File: src/hdl/mnm_pkg.sv
`timescale 1ns / 1ps

package mnm_pkg;

  // Default capacities and fixed field widths
  localparam int MNM_MAX_POINTS_A = 32;
  localparam int MNM_MAX_POINTS_B = 32;
  localparam int COORD_BITS       = 16;
  localparam int OUT_IDX_W        = 5;

  // Operation codes on the input channel
  localparam logic [1:0] OP_LOAD_A = 2'd0;
  localparam logic [1:0] OP_LOAD_B = 2'd1;
  localparam logic [1:0] OP_RUN    = 2'd2;

  typedef struct packed {
    logic [1:0]                   op;
    logic signed [COORD_BITS-1:0] point_x;
    logic signed [COORD_BITS-1:0] point_y;
  } in_item_t;

  typedef struct packed {
    logic [OUT_IDX_W-1:0] point_index;
    logic [OUT_IDX_W-1:0] match_index;
    logic                 matched;
    logic                 last;
    logic                 none_loaded;
    logic                 overflowed;
  } out_item_t;

  // Commands from the controller to the datapath
  typedef struct packed {
    logic load_a;
    logic load_b;
    logic phase2;
    logic latch_ref;
    logic scan_valid;
    logic scan_first;
    logic scan_last;
    logic wr_na;
    logic emit;
    logic emit_last;
    logic clear;
  } cmd_t;

  // Status from the datapath to the controller
  typedef struct packed {
    logic scan_done;
    logic out_free;
  } stat_t;

endpackage

File: src/hdl/mnm_ram.sv
`timescale 1ns / 1ps

module mnm_ram #(
  parameter int WIDTH = 32,
  parameter int DEPTH = 32,
  parameter int AW    = (DEPTH > 1) ? $clog2(DEPTH) : 1
) (
  input  logic             clk,
  input  logic             we,
  input  logic [AW-1:0]    waddr,
  input  logic [WIDTH-1:0] wdata,
  input  logic [AW-1:0]    raddr,
  output logic [WIDTH-1:0] rdata
);

  logic [WIDTH-1:0] mem_r [DEPTH];
  logic [WIDTH-1:0] rdata_r;

  // Write port and registered read port
  always_ff @(posedge clk) begin
    if (we) begin
      mem_r[waddr] <= wdata;
    end
    rdata_r <= mem_r[raddr];
  end

  assign rdata = rdata_r;

endmodule

File: src/hdl/mnm_ctrl.sv
`timescale 1ns / 1ps

module mnm_ctrl
  import mnm_pkg::*;
#(
  parameter int IDX_W  = 5,
  parameter int CNTA_W = 6,
  parameter int CNTB_W = 6
) (
  input  logic              clk,
  input  logic              rst_n,
  input  logic              in_valid,
  input  logic [1:0]        in_op,
  output logic              in_stall,
  input  logic [CNTA_W-1:0] a_count,
  input  logic [CNTB_W-1:0] b_count,
  input  stat_t             stat,
  output cmd_t              cmd,
  output logic [IDX_W-1:0]  a_addr,
  output logic [IDX_W-1:0]  b_addr
);

  localparam int CW = IDX_W + 1;

  typedef enum logic [7:0] {
    S_IDLE    = 8'b0000_0001,
    S_P1_REF  = 8'b0000_0010,
    S_P1_SCAN = 8'b0000_0100,
    S_P1_WAIT = 8'b0000_1000,
    S_P2_REF  = 8'b0001_0000,
    S_P2_SCAN = 8'b0010_0000,
    S_P2_WAIT = 8'b0100_0000,
    S_EMIT    = 8'b1000_0000
  } state_t;

  state_t           state_r, state_nxt;
  logic [IDX_W-1:0] outer_r, outer_nxt;
  logic [IDX_W-1:0] inner_r, inner_nxt;

  logic          phase1;
  logic          a_empty, b_empty;
  logic [CW-1:0] a_cnt_ext, b_cnt_ext;
  logic [CW-1:0] inner_inc, outer_inc;
  logic          inner_last_a, inner_last_b, outer_last_a, outer_last_b;

  // Loop bounds against the set counts
  always_comb begin
    a_cnt_ext    = CW'(a_count);
    b_cnt_ext    = CW'(b_count);
    inner_inc    = {1'b0, inner_r} + CW'(1);
    outer_inc    = {1'b0, outer_r} + CW'(1);
    inner_last_a = (inner_inc == a_cnt_ext);
    inner_last_b = (inner_inc == b_cnt_ext);
    outer_last_a = (outer_inc == a_cnt_ext);
    outer_last_b = (outer_inc == b_cnt_ext);
    a_empty      = (a_count == '0);
    b_empty      = (b_count == '0);
  end

  // Phase one scans A for each B point, phase two scans B for each A point
  assign phase1   = (state_r == S_P1_REF) || (state_r == S_P1_SCAN) || (state_r == S_P1_WAIT);
  assign a_addr   = phase1 ? inner_r : outer_r;
  assign b_addr   = phase1 ? outer_r : inner_r;
  assign in_stall = (state_r != S_IDLE);

  // Sequence the run
  always_comb begin
    cmd        = '0;
    cmd.phase2 = !phase1;
    state_nxt  = state_r;
    outer_nxt  = outer_r;
    inner_nxt  = inner_r;
    unique case (state_r)
      S_IDLE: begin
        if (in_valid) begin
          unique case (in_op)
            OP_LOAD_A: cmd.load_a = 1'b1;
            OP_LOAD_B: cmd.load_b = 1'b1;
            OP_RUN: begin
              outer_nxt = '0;
              state_nxt = (a_empty || b_empty) ? S_EMIT : S_P1_REF;
            end
            default: ;
          endcase
        end
      end
      S_P1_REF: begin
        inner_nxt = '0;
        state_nxt = S_P1_SCAN;
      end
      S_P1_SCAN: begin
        cmd.scan_valid = 1'b1;
        cmd.scan_first = (inner_r == '0);
        cmd.latch_ref  = (inner_r == '0);
        cmd.scan_last  = inner_last_a;
        if (inner_last_a) begin
          state_nxt = S_P1_WAIT;
        end else begin
          inner_nxt = inner_r + IDX_W'(1);
        end
      end
      S_P1_WAIT: begin
        if (stat.scan_done) begin
          cmd.wr_na = 1'b1;
          if (outer_last_b) begin
            outer_nxt = '0;
            state_nxt = S_P2_REF;
          end else begin
            outer_nxt = outer_r + IDX_W'(1);
            state_nxt = S_P1_REF;
          end
        end
      end
      S_P2_REF: begin
        inner_nxt = '0;
        state_nxt = S_P2_SCAN;
      end
      S_P2_SCAN: begin
        cmd.scan_valid = 1'b1;
        cmd.scan_first = (inner_r == '0);
        cmd.latch_ref  = (inner_r == '0);
        cmd.scan_last  = inner_last_b;
        if (inner_last_b) begin
          state_nxt = S_P2_WAIT;
        end else begin
          inner_nxt = inner_r + IDX_W'(1);
        end
      end
      S_P2_WAIT: begin
        if (stat.scan_done) begin
          state_nxt = S_EMIT;
        end
      end
      S_EMIT: begin
        if (stat.out_free) begin
          cmd.emit      = 1'b1;
          cmd.emit_last = a_empty || outer_last_a;
          if (a_empty || outer_last_a) begin
            cmd.clear = 1'b1;
            state_nxt = S_IDLE;
          end else begin
            outer_nxt = outer_r + IDX_W'(1);
            state_nxt = b_empty ? S_EMIT : S_P2_REF;
          end
        end
      end
      default: state_nxt = S_IDLE;
    endcase
  end

  always_ff @(posedge clk) begin
    if (!rst_n) begin
      state_r <= S_IDLE;
    end else begin
      state_r <= state_nxt;
    end
    outer_r <= outer_nxt;
    inner_r <= inner_nxt;
  end

endmodule

File: src/hdl/mnm_dp.sv
`timescale 1ns / 1ps

module mnm_dp
  import mnm_pkg::*;
#(
  parameter int MAX_POINTS_A = MNM_MAX_POINTS_A,
  parameter int MAX_POINTS_B = MNM_MAX_POINTS_B,
  parameter int IDX_W        = 5,
  parameter int IDXA_W       = 5,
  parameter int IDXB_W       = 5,
  parameter int CNTA_W       = 6,
  parameter int CNTB_W       = 6
) (
  input  logic              clk,
  input  logic              rst_n,
  input  in_item_t          in_data,
  input  cmd_t              cmd,
  input  logic [IDX_W-1:0]  a_addr,
  input  logic [IDX_W-1:0]  b_addr,
  output stat_t             stat,
  output logic [CNTA_W-1:0] a_count,
  output logic [CNTB_W-1:0] b_count,
  output logic              out_valid,
  input  logic              out_stall,
  output out_item_t         out_data
);

  localparam int CB    = COORD_BITS;
  localparam int PT_W  = 2 * CB;
  localparam int SQ_W  = 2 * CB;
  localparam int D_W   = 2 * CB + 1;
  localparam int EXT_W = IDX_W + OUT_IDX_W;

  logic [CNTA_W-1:0] a_count_r, a_count_nxt;
  logic [CNTB_W-1:0] b_count_r, b_count_nxt;
  logic              ovf_r, ovf_nxt;
  logic              a_full, b_full, a_empty, b_empty;
  logic              a_we, b_we;
  logic [PT_W-1:0]   in_pt;
  logic [PT_W-1:0]   a_rdata, b_rdata;
  logic [IDXA_W-1:0] na_rdata;

  logic [PT_W-1:0]   ref_r;

  logic              t0_valid_r, t1_valid_r, t2_valid_r;
  logic              t0_first_r, t1_first_r, t2_first_r;
  logic              t0_last_r, t1_last_r, t2_last_r;
  logic              t0_sel_b_r;
  logic [IDX_W-1:0]  t0_idx_r, t1_idx_r, t2_idx_r;

  logic [PT_W-1:0]   src_pt;
  logic [CB-1:0]     px, py, rx, ry;
  logic [CB-1:0]     dx_r, dy_r, dx_nxt, dy_nxt;
  logic [SQ_W-1:0]   sqx_r, sqy_r;
  logic [D_W-1:0]    dist_sum;
  logic              take;
  logic [D_W-1:0]    best_d_r;
  logic [IDX_W-1:0]  best_i_r;
  logic              done_r;

  logic              out_valid_r, out_valid_nxt;
  out_item_t         out_data_r;
  logic              matched;
  logic [EXT_W-1:0]  pidx_ext, midx_ext;

  // Point loading and overflow tracking
  always_comb begin
    a_full      = (a_count_r == CNTA_W'(MAX_POINTS_A));
    b_full      = (b_count_r == CNTB_W'(MAX_POINTS_B));
    a_empty     = (a_count_r == '0);
    b_empty     = (b_count_r == '0);
    a_we        = cmd.load_a && !a_full;
    b_we        = cmd.load_b && !b_full;
    in_pt       = {in_data.point_x, in_data.point_y};
    a_count_nxt = a_count_r;
    b_count_nxt = b_count_r;
    ovf_nxt     = ovf_r;
    if (cmd.clear) begin
      a_count_nxt = '0;
      b_count_nxt = '0;
      ovf_nxt     = 1'b0;
    end else begin
      if (a_we) a_count_nxt = a_count_r + CNTA_W'(1);
      if (b_we) b_count_nxt = b_count_r + CNTB_W'(1);
      if ((cmd.load_a && a_full) || (cmd.load_b && b_full)) ovf_nxt = 1'b1;
    end
  end

  mnm_ram #(.WIDTH(PT_W), .DEPTH(MAX_POINTS_A), .AW(IDXA_W)) u_set_a (
    .clk   (clk),
    .we    (a_we),
    .waddr (a_count_r[IDXA_W-1:0]),
    .wdata (in_pt),
    .raddr (a_addr[IDXA_W-1:0]),
    .rdata (a_rdata)
  );

  mnm_ram #(.WIDTH(PT_W), .DEPTH(MAX_POINTS_B), .AW(IDXB_W)) u_set_b (
    .clk   (clk),
    .we    (b_we),
    .waddr (b_count_r[IDXB_W-1:0]),
    .wdata (in_pt),
    .raddr (b_addr[IDXB_W-1:0]),
    .rdata (b_rdata)
  );

  // Nearest A index for each B point
  mnm_ram #(.WIDTH(IDXA_W), .DEPTH(MAX_POINTS_B), .AW(IDXB_W)) u_nearest_a (
    .clk   (clk),
    .we    (cmd.wr_na),
    .waddr (b_addr[IDXB_W-1:0]),
    .wdata (best_i_r[IDXA_W-1:0]),
    .raddr (best_i_r[IDXB_W-1:0]),
    .rdata (na_rdata)
  );

  // Distance pipeline: offset-binary coordinates make unsigned order match signed
  always_comb begin
    src_pt   = t0_sel_b_r ? b_rdata : a_rdata;
    px       = {~src_pt[PT_W-1], src_pt[PT_W-2:CB]};
    py       = {~src_pt[CB-1], src_pt[CB-2:0]};
    rx       = {~ref_r[PT_W-1], ref_r[PT_W-2:CB]};
    ry       = {~ref_r[CB-1], ref_r[CB-2:0]};
    dx_nxt   = (px > rx) ? px - rx : rx - px;
    dy_nxt   = (py > ry) ? py - ry : ry - py;
    dist_sum = {1'b0, sqx_r} + {1'b0, sqy_r};
    take     = t2_first_r || (dist_sum < best_d_r);
  end

  always_ff @(posedge clk) begin
    if (!rst_n) begin
      a_count_r   <= '0;
      b_count_r   <= '0;
      ovf_r       <= 1'b0;
      t0_valid_r  <= 1'b0;
      t1_valid_r  <= 1'b0;
      t2_valid_r  <= 1'b0;
      done_r      <= 1'b0;
      out_valid_r <= 1'b0;
    end else begin
      a_count_r   <= a_count_nxt;
      b_count_r   <= b_count_nxt;
      ovf_r       <= ovf_nxt;
      t0_valid_r  <= cmd.scan_valid;
      t1_valid_r  <= t0_valid_r;
      t2_valid_r  <= t1_valid_r;
      done_r      <= t2_valid_r && t2_last_r;
      out_valid_r <= out_valid_nxt;
    end

    // Latch the outer point while the first inner read is issued
    if (cmd.latch_ref) begin
      ref_r <= cmd.phase2 ? a_rdata : b_rdata;
    end

    // Tags and data travel with each stage
    t0_first_r <= cmd.scan_first;
    t0_last_r  <= cmd.scan_last;
    t0_sel_b_r <= cmd.phase2;
    t0_idx_r   <= cmd.phase2 ? b_addr : a_addr;
    t1_first_r <= t0_first_r;
    t1_last_r  <= t0_last_r;
    t1_idx_r   <= t0_idx_r;
    dx_r       <= dx_nxt;
    dy_r       <= dy_nxt;
    t2_first_r <= t1_first_r;
    t2_last_r  <= t1_last_r;
    t2_idx_r   <= t1_idx_r;
    sqx_r      <= SQ_W'(dx_r) * SQ_W'(dx_r);
    sqy_r      <= SQ_W'(dy_r) * SQ_W'(dy_r);

    // Keep the strictly nearer point, so the lowest index wins a tie
    if (t2_valid_r && take) begin
      best_d_r <= dist_sum;
      best_i_r <= t2_idx_r;
    end

    if (cmd.emit) begin
      out_data_r <= '{
        point_index: pidx_ext[OUT_IDX_W-1:0],
        match_index: matched ? midx_ext[OUT_IDX_W-1:0] : '0,
        matched:     matched,
        last:        cmd.emit_last,
        none_loaded: a_empty,
        overflowed:  ovf_r
      };
    end
  end

  // Result register: load on emit, drop once the transaction completes
  always_comb begin
    pidx_ext = EXT_W'(a_addr);
    midx_ext = EXT_W'(best_i_r);
    matched  = !a_empty && !b_empty && (na_rdata == a_addr[IDXA_W-1:0]);
    if (cmd.emit) begin
      out_valid_nxt = 1'b1;
    end else if (out_valid_r && !out_stall) begin
      out_valid_nxt = 1'b0;
    end else begin
      out_valid_nxt = out_valid_r;
    end
  end

  assign stat.scan_done = done_r;
  assign stat.out_free  = !out_valid_r || !out_stall;
  assign a_count        = a_count_r;
  assign b_count        = b_count_r;
  assign out_valid      = out_valid_r;
  assign out_data       = out_data_r;

endmodule

File: src/hdl/mutual_nearest_neighbour_match.sv
`timescale 1ns / 1ps

// Mutual nearest neighbor matcher for two planar point sets.
// Input channel (in_valid / in_stall / in_data): op 0 loads a point into
// set A, op 1 into set B, op 2 starts a run, op 3 is ignored. A load into
// a full set is dropped and raises the overflow flag.
// A run with NA A points and NB B points first scans all of A for every B
// point, then all of B for every A point, through one four-stage distance
// pipeline fed by the single read port of each point memory. With either
// set empty the scans are skipped. in_stall is high for the whole run.
// Output channel (out_valid / out_stall / out_data): one transaction per A
// point in index order, last set on the final one, or a single none_loaded
// marker when set A is empty. The run then clears both sets and the flag.
// A stalled result holds in the output register; the run pauses before the
// next result until the register is free.
// Reset (rst_n low, synchronous) empties both sets and clears the flag;
// point memories are not cleared.

module mutual_nearest_neighbour_match
  import mnm_pkg::*;
#(
  parameter int MAX_POINTS_A = MNM_MAX_POINTS_A,
  parameter int MAX_POINTS_B = MNM_MAX_POINTS_B
) (
  input  logic      clk,
  input  logic      rst_n,
  input  logic      in_valid,
  output logic      in_stall,
  input  in_item_t  in_data,
  output logic      out_valid,
  input  logic      out_stall,
  output out_item_t out_data
);

  localparam int IDXA_W = $clog2(MAX_POINTS_A);
  localparam int IDXB_W = (MAX_POINTS_B > 1) ? $clog2(MAX_POINTS_B) : 1;
  localparam int IDX_W  = (IDXA_W > IDXB_W) ? IDXA_W : IDXB_W;
  localparam int CNTA_W = $clog2(MAX_POINTS_A + 1);
  localparam int CNTB_W = $clog2(MAX_POINTS_B + 1);

  cmd_t              cmd;
  stat_t             stat;
  logic [IDX_W-1:0]  a_addr, b_addr;
  logic [CNTA_W-1:0] a_count;
  logic [CNTB_W-1:0] b_count;

  mnm_ctrl #(
    .IDX_W  (IDX_W),
    .CNTA_W (CNTA_W),
    .CNTB_W (CNTB_W)
  ) u_ctrl (
    .clk      (clk),
    .rst_n    (rst_n),
    .in_valid (in_valid),
    .in_op    (in_data.op),
    .in_stall (in_stall),
    .a_count  (a_count),
    .b_count  (b_count),
    .stat     (stat),
    .cmd      (cmd),
    .a_addr   (a_addr),
    .b_addr   (b_addr)
  );

  mnm_dp #(
    .MAX_POINTS_A (MAX_POINTS_A),
    .MAX_POINTS_B (MAX_POINTS_B),
    .IDX_W        (IDX_W),
    .IDXA_W       (IDXA_W),
    .IDXB_W       (IDXB_W),
    .CNTA_W       (CNTA_W),
    .CNTB_W       (CNTB_W)
  ) u_dp (
    .clk       (clk),
    .rst_n     (rst_n),
    .in_data   (in_data),
    .cmd       (cmd),
    .a_addr    (a_addr),
    .b_addr    (b_addr),
    .stat      (stat),
    .a_count   (a_count),
    .b_count   (b_count),
    .out_valid (out_valid),
    .out_stall (out_stall),
    .out_data  (out_data)
  );

endmodule

File: config.mk
export PLATFORM = sky130hd
export DESIGN_NAME = mutual_nearest_neighbour_match
export DESIGN_NICKNAME = d
export VERILOG_FILES = /design/src/hdl/mnm_pkg.sv /design/src/hdl/mnm_ram.sv /design/src/hdl/mnm_ctrl.sv /design/src/hdl/mnm_dp.sv /design/src/hdl/mutual_nearest_neighbour_match.sv
export SDC_FILE = /design/constraint.sdc
export NUM_CORES = 2
export LEC_CHECK = 0
export BUFFER_PORTS_ARGS = -buffer_cell sky130_fd_sc_hd__buf_2
export CORE_AREA = 3 3 424 636
export CTS_CLUSTER_SIZE = 10
export DETAILED_ROUTE_END_ITERATION = 8
export DIE_AREA = 0 0 427 639
export PLACE_DENSITY = 0.61
export SETUP_SLACK_MARGIN = 0.3
export SYNTH_ARGS = -nofsm -noshare
export SYNTH_HDL_FRONTEND = slang
export SYNTH_SLANG_ARGS = --single-unit
export TNS_END_PERCENT = 5
File: constraint.sdc
create_clock -name clk -period 9.2 [get_ports clk]
set_input_delay 0.46 -clock clk [delete_from_list [all_inputs] [get_ports clk]]
set_output_delay 0.46 -clock clk [all_outputs]
set_load 0.005 [all_outputs]
# Yosys cells after proc, flatten, opt, wreduce, memory -nomap -nowiden
# Memories as Yosys holds them, arrays and structs flattened. A register that Yosys moved wholly into a read port is not among the register bits.
# Index checks and enable logic that the tools add are counted.
[totals]
mem_bits_rw = 2208
output_inout_bits = 16
wordCells = 169
mem_count = 3
register_bits = 238
[memory_table]
columns = ["name", "depth", "word_bits", "rd", "rd_clocked_by_memory_dff", "wr", "line", "source"]
rows = [
  ["u_dp.u_set_a.mem_r", 32, 32, 1, 1, 1, "mnm_ram.sv:16", "logic [WIDTH-1:0] mem_r [DEPTH];"],
  ["u_dp.u_set_b.mem_r", 32, 32, 1, 1, 1, "mnm_ram.sv:16", ""],
  ["u_dp.u_nearest_a.mem_r", 32, 5, 1, 1, 1, "mnm_ram.sv:16", ""],
]
[op_classes]
n_bitwise = 5
muxes = 47
add_sub_neg = 11
reduce_logical = 36
multipliers = 2
eq_ne = 28
n_lt_le_gt_ge = 3
[op_table]
columns = ["op", "count"]
rows = [
  ["2-to-1 mux 8 bit", 10],
  ["multiplier 16 x 16 -> 32 bit", 2],
  ["2-to-1 mux 32 bit", 2],
  ["one-hot mux 8 bit (8 select lines)", 1],
  ["subtractor 16 bit", 4],
  ["2-to-1 mux 5 bit", 12],
  ["adder 32 x 32 -> 33 bit", 1],
  ["< comparator 33 bit", 1],
  ["greater-than comparator 16 bit", 2],
  ["2-to-1 mux 16 bit", 2],
  ["one-hot mux 5 bit (3 select lines)", 2],
  ["equality test 6 bit", 4],
  ["2-to-1 mux 1 bit", 13],
  ["adder 5 x 1 -> 6 bit, second input constant", 2],
  ["adder 6 x 1 -> 6 bit, second input constant", 2],
  ["equality test 6 bit, second input constant", 2],
  ["zero test 6 bit", 2],
  ["!= test 2 bit, second input constant", 6],
  ["adder 5 x 1 -> 5 bit, second input constant", 2],
  ["logical AND 1 bit", 9],
  ["equality test 8 x 1 -> 1 bit, second input constant", 1],
  ["equality test 8 x 2 -> 1 bit, second input constant", 1],
  ["equality test 8 x 3 -> 1 bit, second input constant", 1],
  ["equality test 8 x 4 -> 1 bit, second input constant", 1],
  ["24 further kinds", 47],
]

# Depth between registers and ports, before layout
[depth]
word_depth = 7
ltp_mapped = 25
mapped_depth_nobuf = 24

# Cells and area by module
# From an unflattened synthesis, not the netlist that was laid out.
[hier_totals]
hier_cells = 7774
hier_area_um2 = 115110.4
[by_module_without_submodules]
columns = ["mod", "seq_area_each_um2", "cells_each", "instances", "area_each_um2"]
rows = [
  ["mnm_ram at u_dp.u_set_a ...", 31390.1, 2260, 2, 40485.1],
  ["mnm_dp", 5205.0, 2758, 1, 25999.9],
  ["mnm_ram at u_dp.u_nearest_a", 4904.7, 277, 1, 6344.8],
  ["mnm_ctrl", 460.4, 219, 1, 1795.5],
]

# Least setup slack after synthesis
# OpenSTA, ideal clock, no wires.
[synth_timing]
kind = "register -> register"
start = "register u_dp.sqy_r[3]"
end = "register u_dp.best_d_r[0], enable pin"
required_ps = 8719
slack_ps = 2340
path_buffers = 0
synth_period_minus_slack_ps = 6860
setup_time_ps = 481
stages_incl_launch_ff = 21
arrival_ps = 6379
path_cell_list = "dfxtp_1 -> ha_1 -> a211oi_1 -> nor3_1 -> o31a_1 -> a31oi_1 -> a211oi_1 -> nor2_1 -> a21oi_1 -> a21oi_1 -> xnor2_1 -> ha_1 -> a21o_1 -> a21o_1 -> a21o_1 -> a21o_1 -> a21o_1 -> a21o_1 -> a21oi_1 -> o21ai_0 -> nor3_1"
[synth_via]
elab_chain_len = 4
[synth_rtl]
columns = ["item", "line", "source"]
rows = [
  ["from (decl)", "mnm_dp.sv:54", "logic [SQ_W-1:0] sqx_r, sqy_r;"],
  ["from (signal assigned)", "mnm_dp.sv:170", "sqy_r <= SQ_W'(dy_r) * SQ_W'(dy_r);"],
  ["adder 32 x 32 -> 33 bit", "mnm_dp.sv:126", "dist_sum = {1'b0, sqx_r} + {1'b0, sqy_r};"],
  ["net u_dp.dist_sum[26]", "mnm_dp.sv:55", "logic [D_W-1:0] dist_sum;"],
  ["< comparator 33 bit", "mnm_dp.sv:127", "take = t2_first_r || (dist_sum < best_d_r);"],
  ["logical OR 1 bit", "mnm_dp.sv:127", ""],
  ["logical AND 1 bit", "mnm_dp.sv:173", "if (t2_valid_r && take) begin"],
  ["to (signal assigned)", "mnm_dp.sv:174", "best_d_r <= dist_sum;"],
  ["to (decl)", "mnm_dp.sv:57", "logic [D_W-1:0] best_d_r;"],
]
# The timed path passes the listed nets, and every way through them passes these cells.
# A chain may end at the register's enable or synchronous reset.

# Worst setup path after layout
[layout_timing]
start = "register u_dp.dx_r[6]"
end = "register u_dp.sqx_r[30]"
[layout_via]
elab_chain_len = 1
[layout_rtl]
columns = ["item", "line", "source"]
rows = [
  ["from (decl)", "mnm_dp.sv:53", "logic [CB-1:0] dx_r, dy_r, dx_nxt, dy_nxt;"],
  ["from (signal assigned)", "mnm_dp.sv:164", "dx_r <= dx_nxt;"],
  ["multiplier 16 x 16 -> 32 bit", "mnm_dp.sv:169", "sqx_r <= SQ_W'(dx_r) * SQ_W'(dx_r);"],
  ["to (signal assigned)", "mnm_dp.sv:169", ""],
  ["to (decl)", "mnm_dp.sv:54", ""],
]
# Every way passes these cells.

==> out/qor.yml <==
drt_iter0_drc: 6400
cts_buffer_depth: 4
drive_gt1_share_pct: 11.7
ys_seq_area_share_pct: 64.6
crit_type: "flip-flop to flip-flop"
route.detailed.drc: 0
synth.avg_cell_area_sq_um: 14.4
critical_path.max_stage_delay_ps: 830
p_sw_w: 0.00895
power.share.switching_pct: 29.7
p_comb_share_pct: 22.2
fin_setup_tns_ps: 0
drtPass1Iterations: 6
r2r_slack_ps: 2490
place_ws_ps: 2510
cts-root-buf: "clkbuf_16"
cp_common_cell: "fa_1"
synthesis.nets: 8597
boundaryPins: 54
viasPerCell: 5.72
die_w_um: 427
nFillCells: 22600
initial_utilization_pct: 43.0
clockPowerShare_pct: 34.6
crit_family: "adder cells"
gp_congestion: 0.862
synth.distinct_cells: 92
rsz0062_at_grt: "false"
synth_flop_cell: "edfxtp_1"
synth_cells: 7890
crit_path_start_kind: "flip-flop"
dp.final_hpwl_mm: 185
area_delta_synth_final_pct: 11.7
worst_pin_slew_ps: 1300
grt.total_usage_pct: 22.9
slew_headroom_pct: 13.5
synth_enable_flop_cells: 2302
cellPowerDensity_mw_per_mm2: 238
io_buffer_count: 53
die_y_um: 639
grt_max_degree: 135
p_int_w: 0.0212
die-area_sq_mm: 0.273
synthArstFlopShare_pct: 0
grt_first_pass_wirelength_mm: 458
core_sq_mm: 0.264
drt-total-wl_mm: 315
ys_ff_latch: 2513
num-nets-final: 8696
cts.sinks: 2513
worstPathArrival_ps: 7460
hp-class: "input port to flip-flop"
critPathBufInv: 3
cp-end-kind: "flip-flop"
crit_fanout: 17
slew_viol_final: 0
required_ps: 9950
gr-total-overflow: 0
slowest_stage: "dfxtp_1"
cts-buffers-inserted: 296
antenna_found_initial: 22
vdd_drop_max_mv: 0.214
finalCritPeriodShare_pct: 72.9
power.leakage_nw: 46.2
seqPwrFrac_pct: 43.2
setup_viol: 0
synth_area_sq_mm: 0.114
post-route-min-period_ps: 6710
postCtsResizedCells: 0
wl_per_cell_um: 26.9
yosys_warnings: 0
status: "complete, no violations"
ant_nets: 0
layout_setup_ws_ps: 2490
clk_latency_ps: 900
clk_pin_slew_worst_paths_ps: 50
max_freq_mhz: 149
vias: 66800
crit_chain: "nand2_1 > fa_1 > inv_1 > fa_1 > fa_1 > fa_1 > fa_1 > inv_1 > fa_1 > inv_1 > ha_1 > a21o_1 > a221o_1 > nor2_1 > o211ai_1 > nand3_1 > nor3b_1 > nor3_1 > a211oi_1 > xnor2_1"
final.setup_skew_ps: 128
cts-htree-levels: 5
num_rows: 231
maxCapViolations: 0
finalHoldViolCount: 0
grt_pass1_vias: 68200
cts_tree: "yes"
==> layout make-up <==
cell class              instances  area (sq um)  area share [%]
diodes                         23          57.6          0.0454
flip-flops and latches       2513         73400            57.8
well taps                    3495          4370            3.45
clock buffers                 448          8060            6.36
clock inverters                22           309           0.244
multi-input cells            4362         36900            29.1
repair buffers                186          1430            1.13
inverters                     630          2380            1.87
==> worst paths after layout <==
path                     from          endpoint  cells past startpoint
min               in_data[32]   u_dp.a_count[1]                      4
max reg2reg      u_dp.dx_r[6]    u_dp.sqx_r[30]                     20
max              u_dp.dx_r[6]    u_dp.sqx_r[30]                     20
min reg2reg  u_dp.t1_idx_r[4]  u_dp.t2_idx_r[4]                      0
==> metal layers <==
| layer | vias to the layer above | wire length [um] | track usage, % |
|---|---|---|---|
| met5 | - | 21 | 0 |
| li1 | 29000 | - | - |
| met1 | 34600 | 113000 | 27.1 |
| met3 | 711 | 18800 | 2.82 |
| met2 | 2483 | 166000 | 41.1 |
| met4 | 4 | 16500 | 10.8 |
==> state kept, by name, indices dropped and copies added (netlist names), 6 cells and up <==
| name | count |
|---|---|
| u_dp.u_set_b.rdata | 32 |
| u_dp.u_set_a.mem_r | 1024 |
| u_ctrl.state_r | 8 |
| u_dp.out_data | 14 |
| u_dp.sqy_r | 31 |
| u_dp.dx_r | 16 |
| u_dp.u_set_b.mem_r | 1024 |
| u_dp.u_set_a.rdata | 32 |
| u_dp.u_nearest_a.mem_r | 160 |
| u_dp.ref_r | 32 |
| u_dp.b_count | 6 |
| u_dp.a_count | 6 |
| u_dp.best_d_r | 33 |
| u_dp.dy_r | 16 |
| u_dp.sqx_r | 31 |
==> what timing repair did <==
action	4_1_cts	5_1_grt
hold endpoints to repair	10	0
endpoints found under the setup margin	0	0
setup buffers	0	0
hold buffers	2	0
==> synthesized netlist by cell type, drive strengths merged (26+ instances only) <==
master  number  area, sq um
a21o        61          459
a21oi      129          649
a22oi      126          946
a311oi      33          289
a31oi       88          557
a32o        26          260
a32oi       49          429
and2        91          569
and3        78          488
buf        164          807
clkbuf     221          832
dfxtp      211         4220
edfxtp    2302        69100
fa         328         6570
ha         341         4270
inv        629         2360
mux2i      115         1160
mux4       300         6760
nand2     1247         4690
nand3      426         2130
nand4       76          475
nor2       242          916
nor2b       39          244
nor3        29          150
o21ai      115          576
xnor2      105          920
xor2        63          552
==> power groups by stage <==
| stage | clock, W | combinational [W] | sequential, W |
|---|---|---|---|
| after CTS | 0.0106 | 0.00676 | 0.0130 |
| after global routing | 0.0111 | 0.00739 | 0.0130 |
| after global placement | 0 | 0.00662 | 0.0133 |
| after detailed placement | 0 | 0.00672 | 0.0133 |
| final | 0.0105 | 0.00670 | 0.0130 |
| after floorplan | 0 | 0.00456 | 0.0131 |
==> worst reg2reg max path, cell delays in order, from the launching register on <==
cell	delay, ps
dfxtp_1	830
nand2_1	250
fa_1	620
inv_1	70
fa_1	490
fa_1	510
fa_1	500
fa_1	490
inv_1	50
fa_1	470
inv_1	40
ha_1	320
a21o_1	190
a221o_1	380
nor2_1	130
o211ai_1	170
nand3_1	110
nor3b_1	440
nor3_1	110
a211oi_1	280
xnor2_1	140
==> metrics by stage <==
| step | hold WS (ps) | std cells | total power (W) | instance area, sq um | util, % |
|---|---|---|---|---|---|
| 5_1_grt | 189 | 11700 | 0.0315 | 127000 | 48.0 |
| 6_report | 194 | 11700 | 0.0302 | 127000 | 48.0 |
| 4_1_cts | 147 | 11700 | 0.0304 | 127000 | 48.0 |
| 2_1_floorplan | 310 | 7890 | 0.0177 | 114000 | - |
| 3_5_place_dp | 312 | 11200 | 0.0200 | 118000 | 44.8 |
| 3_3_place_gp | 310 | 11200 | 0.0199 | 118000 | 44.8 |
==> logic make-up after synthesis <==
logic type      count (synthesis)  synth area share, %
buf+inv                      1015                 3.53
compound gates                783                 4.83
mux                           432                 7.15
simple gates                 2310                 9.03
xor+xnor                      168                 1.30
flops                        2513                 64.6
fa+ha+maj                     669                 9.54
==> layout by cell type (no fill, tap or decap), types with 18 or more instances in the layout <==
master     synthesis  layout
a21o_1            60      60
o21a_1            24      23
a311oi_1          33      33
a32o_1            26      26
xor2_1            63      63
clkbuf_16          0     299
a22oi_1          126     126
nand2_1         1246    1246
diode_2            0      23
nor3_1            28      27
nand3_1          426     426
and2_1            91      91
buf_4             10     118
mux4_2           300     300
a32oi_1           49      49
and3_1            78      78
ha_1             341     341
nand4_1           76      76
nor2_4             1      70
mux2i_1          114     112
nor2b_1           39      39
o21ai_0          109     109
nor2_1           241     172
nand2b_1          25      25
a31oi_1           87      87
fa_1             328     328
xnor2_1          105     105
edfxtp_1        2302    2302
a221oi_1          18      18
a21oi_1          128     126
clkbuf_1         219     147
dfxtp_1          211     210
inv_1            625     625
buf_2             99      53
Note: power is estimated with default switching activity, not from simulation.
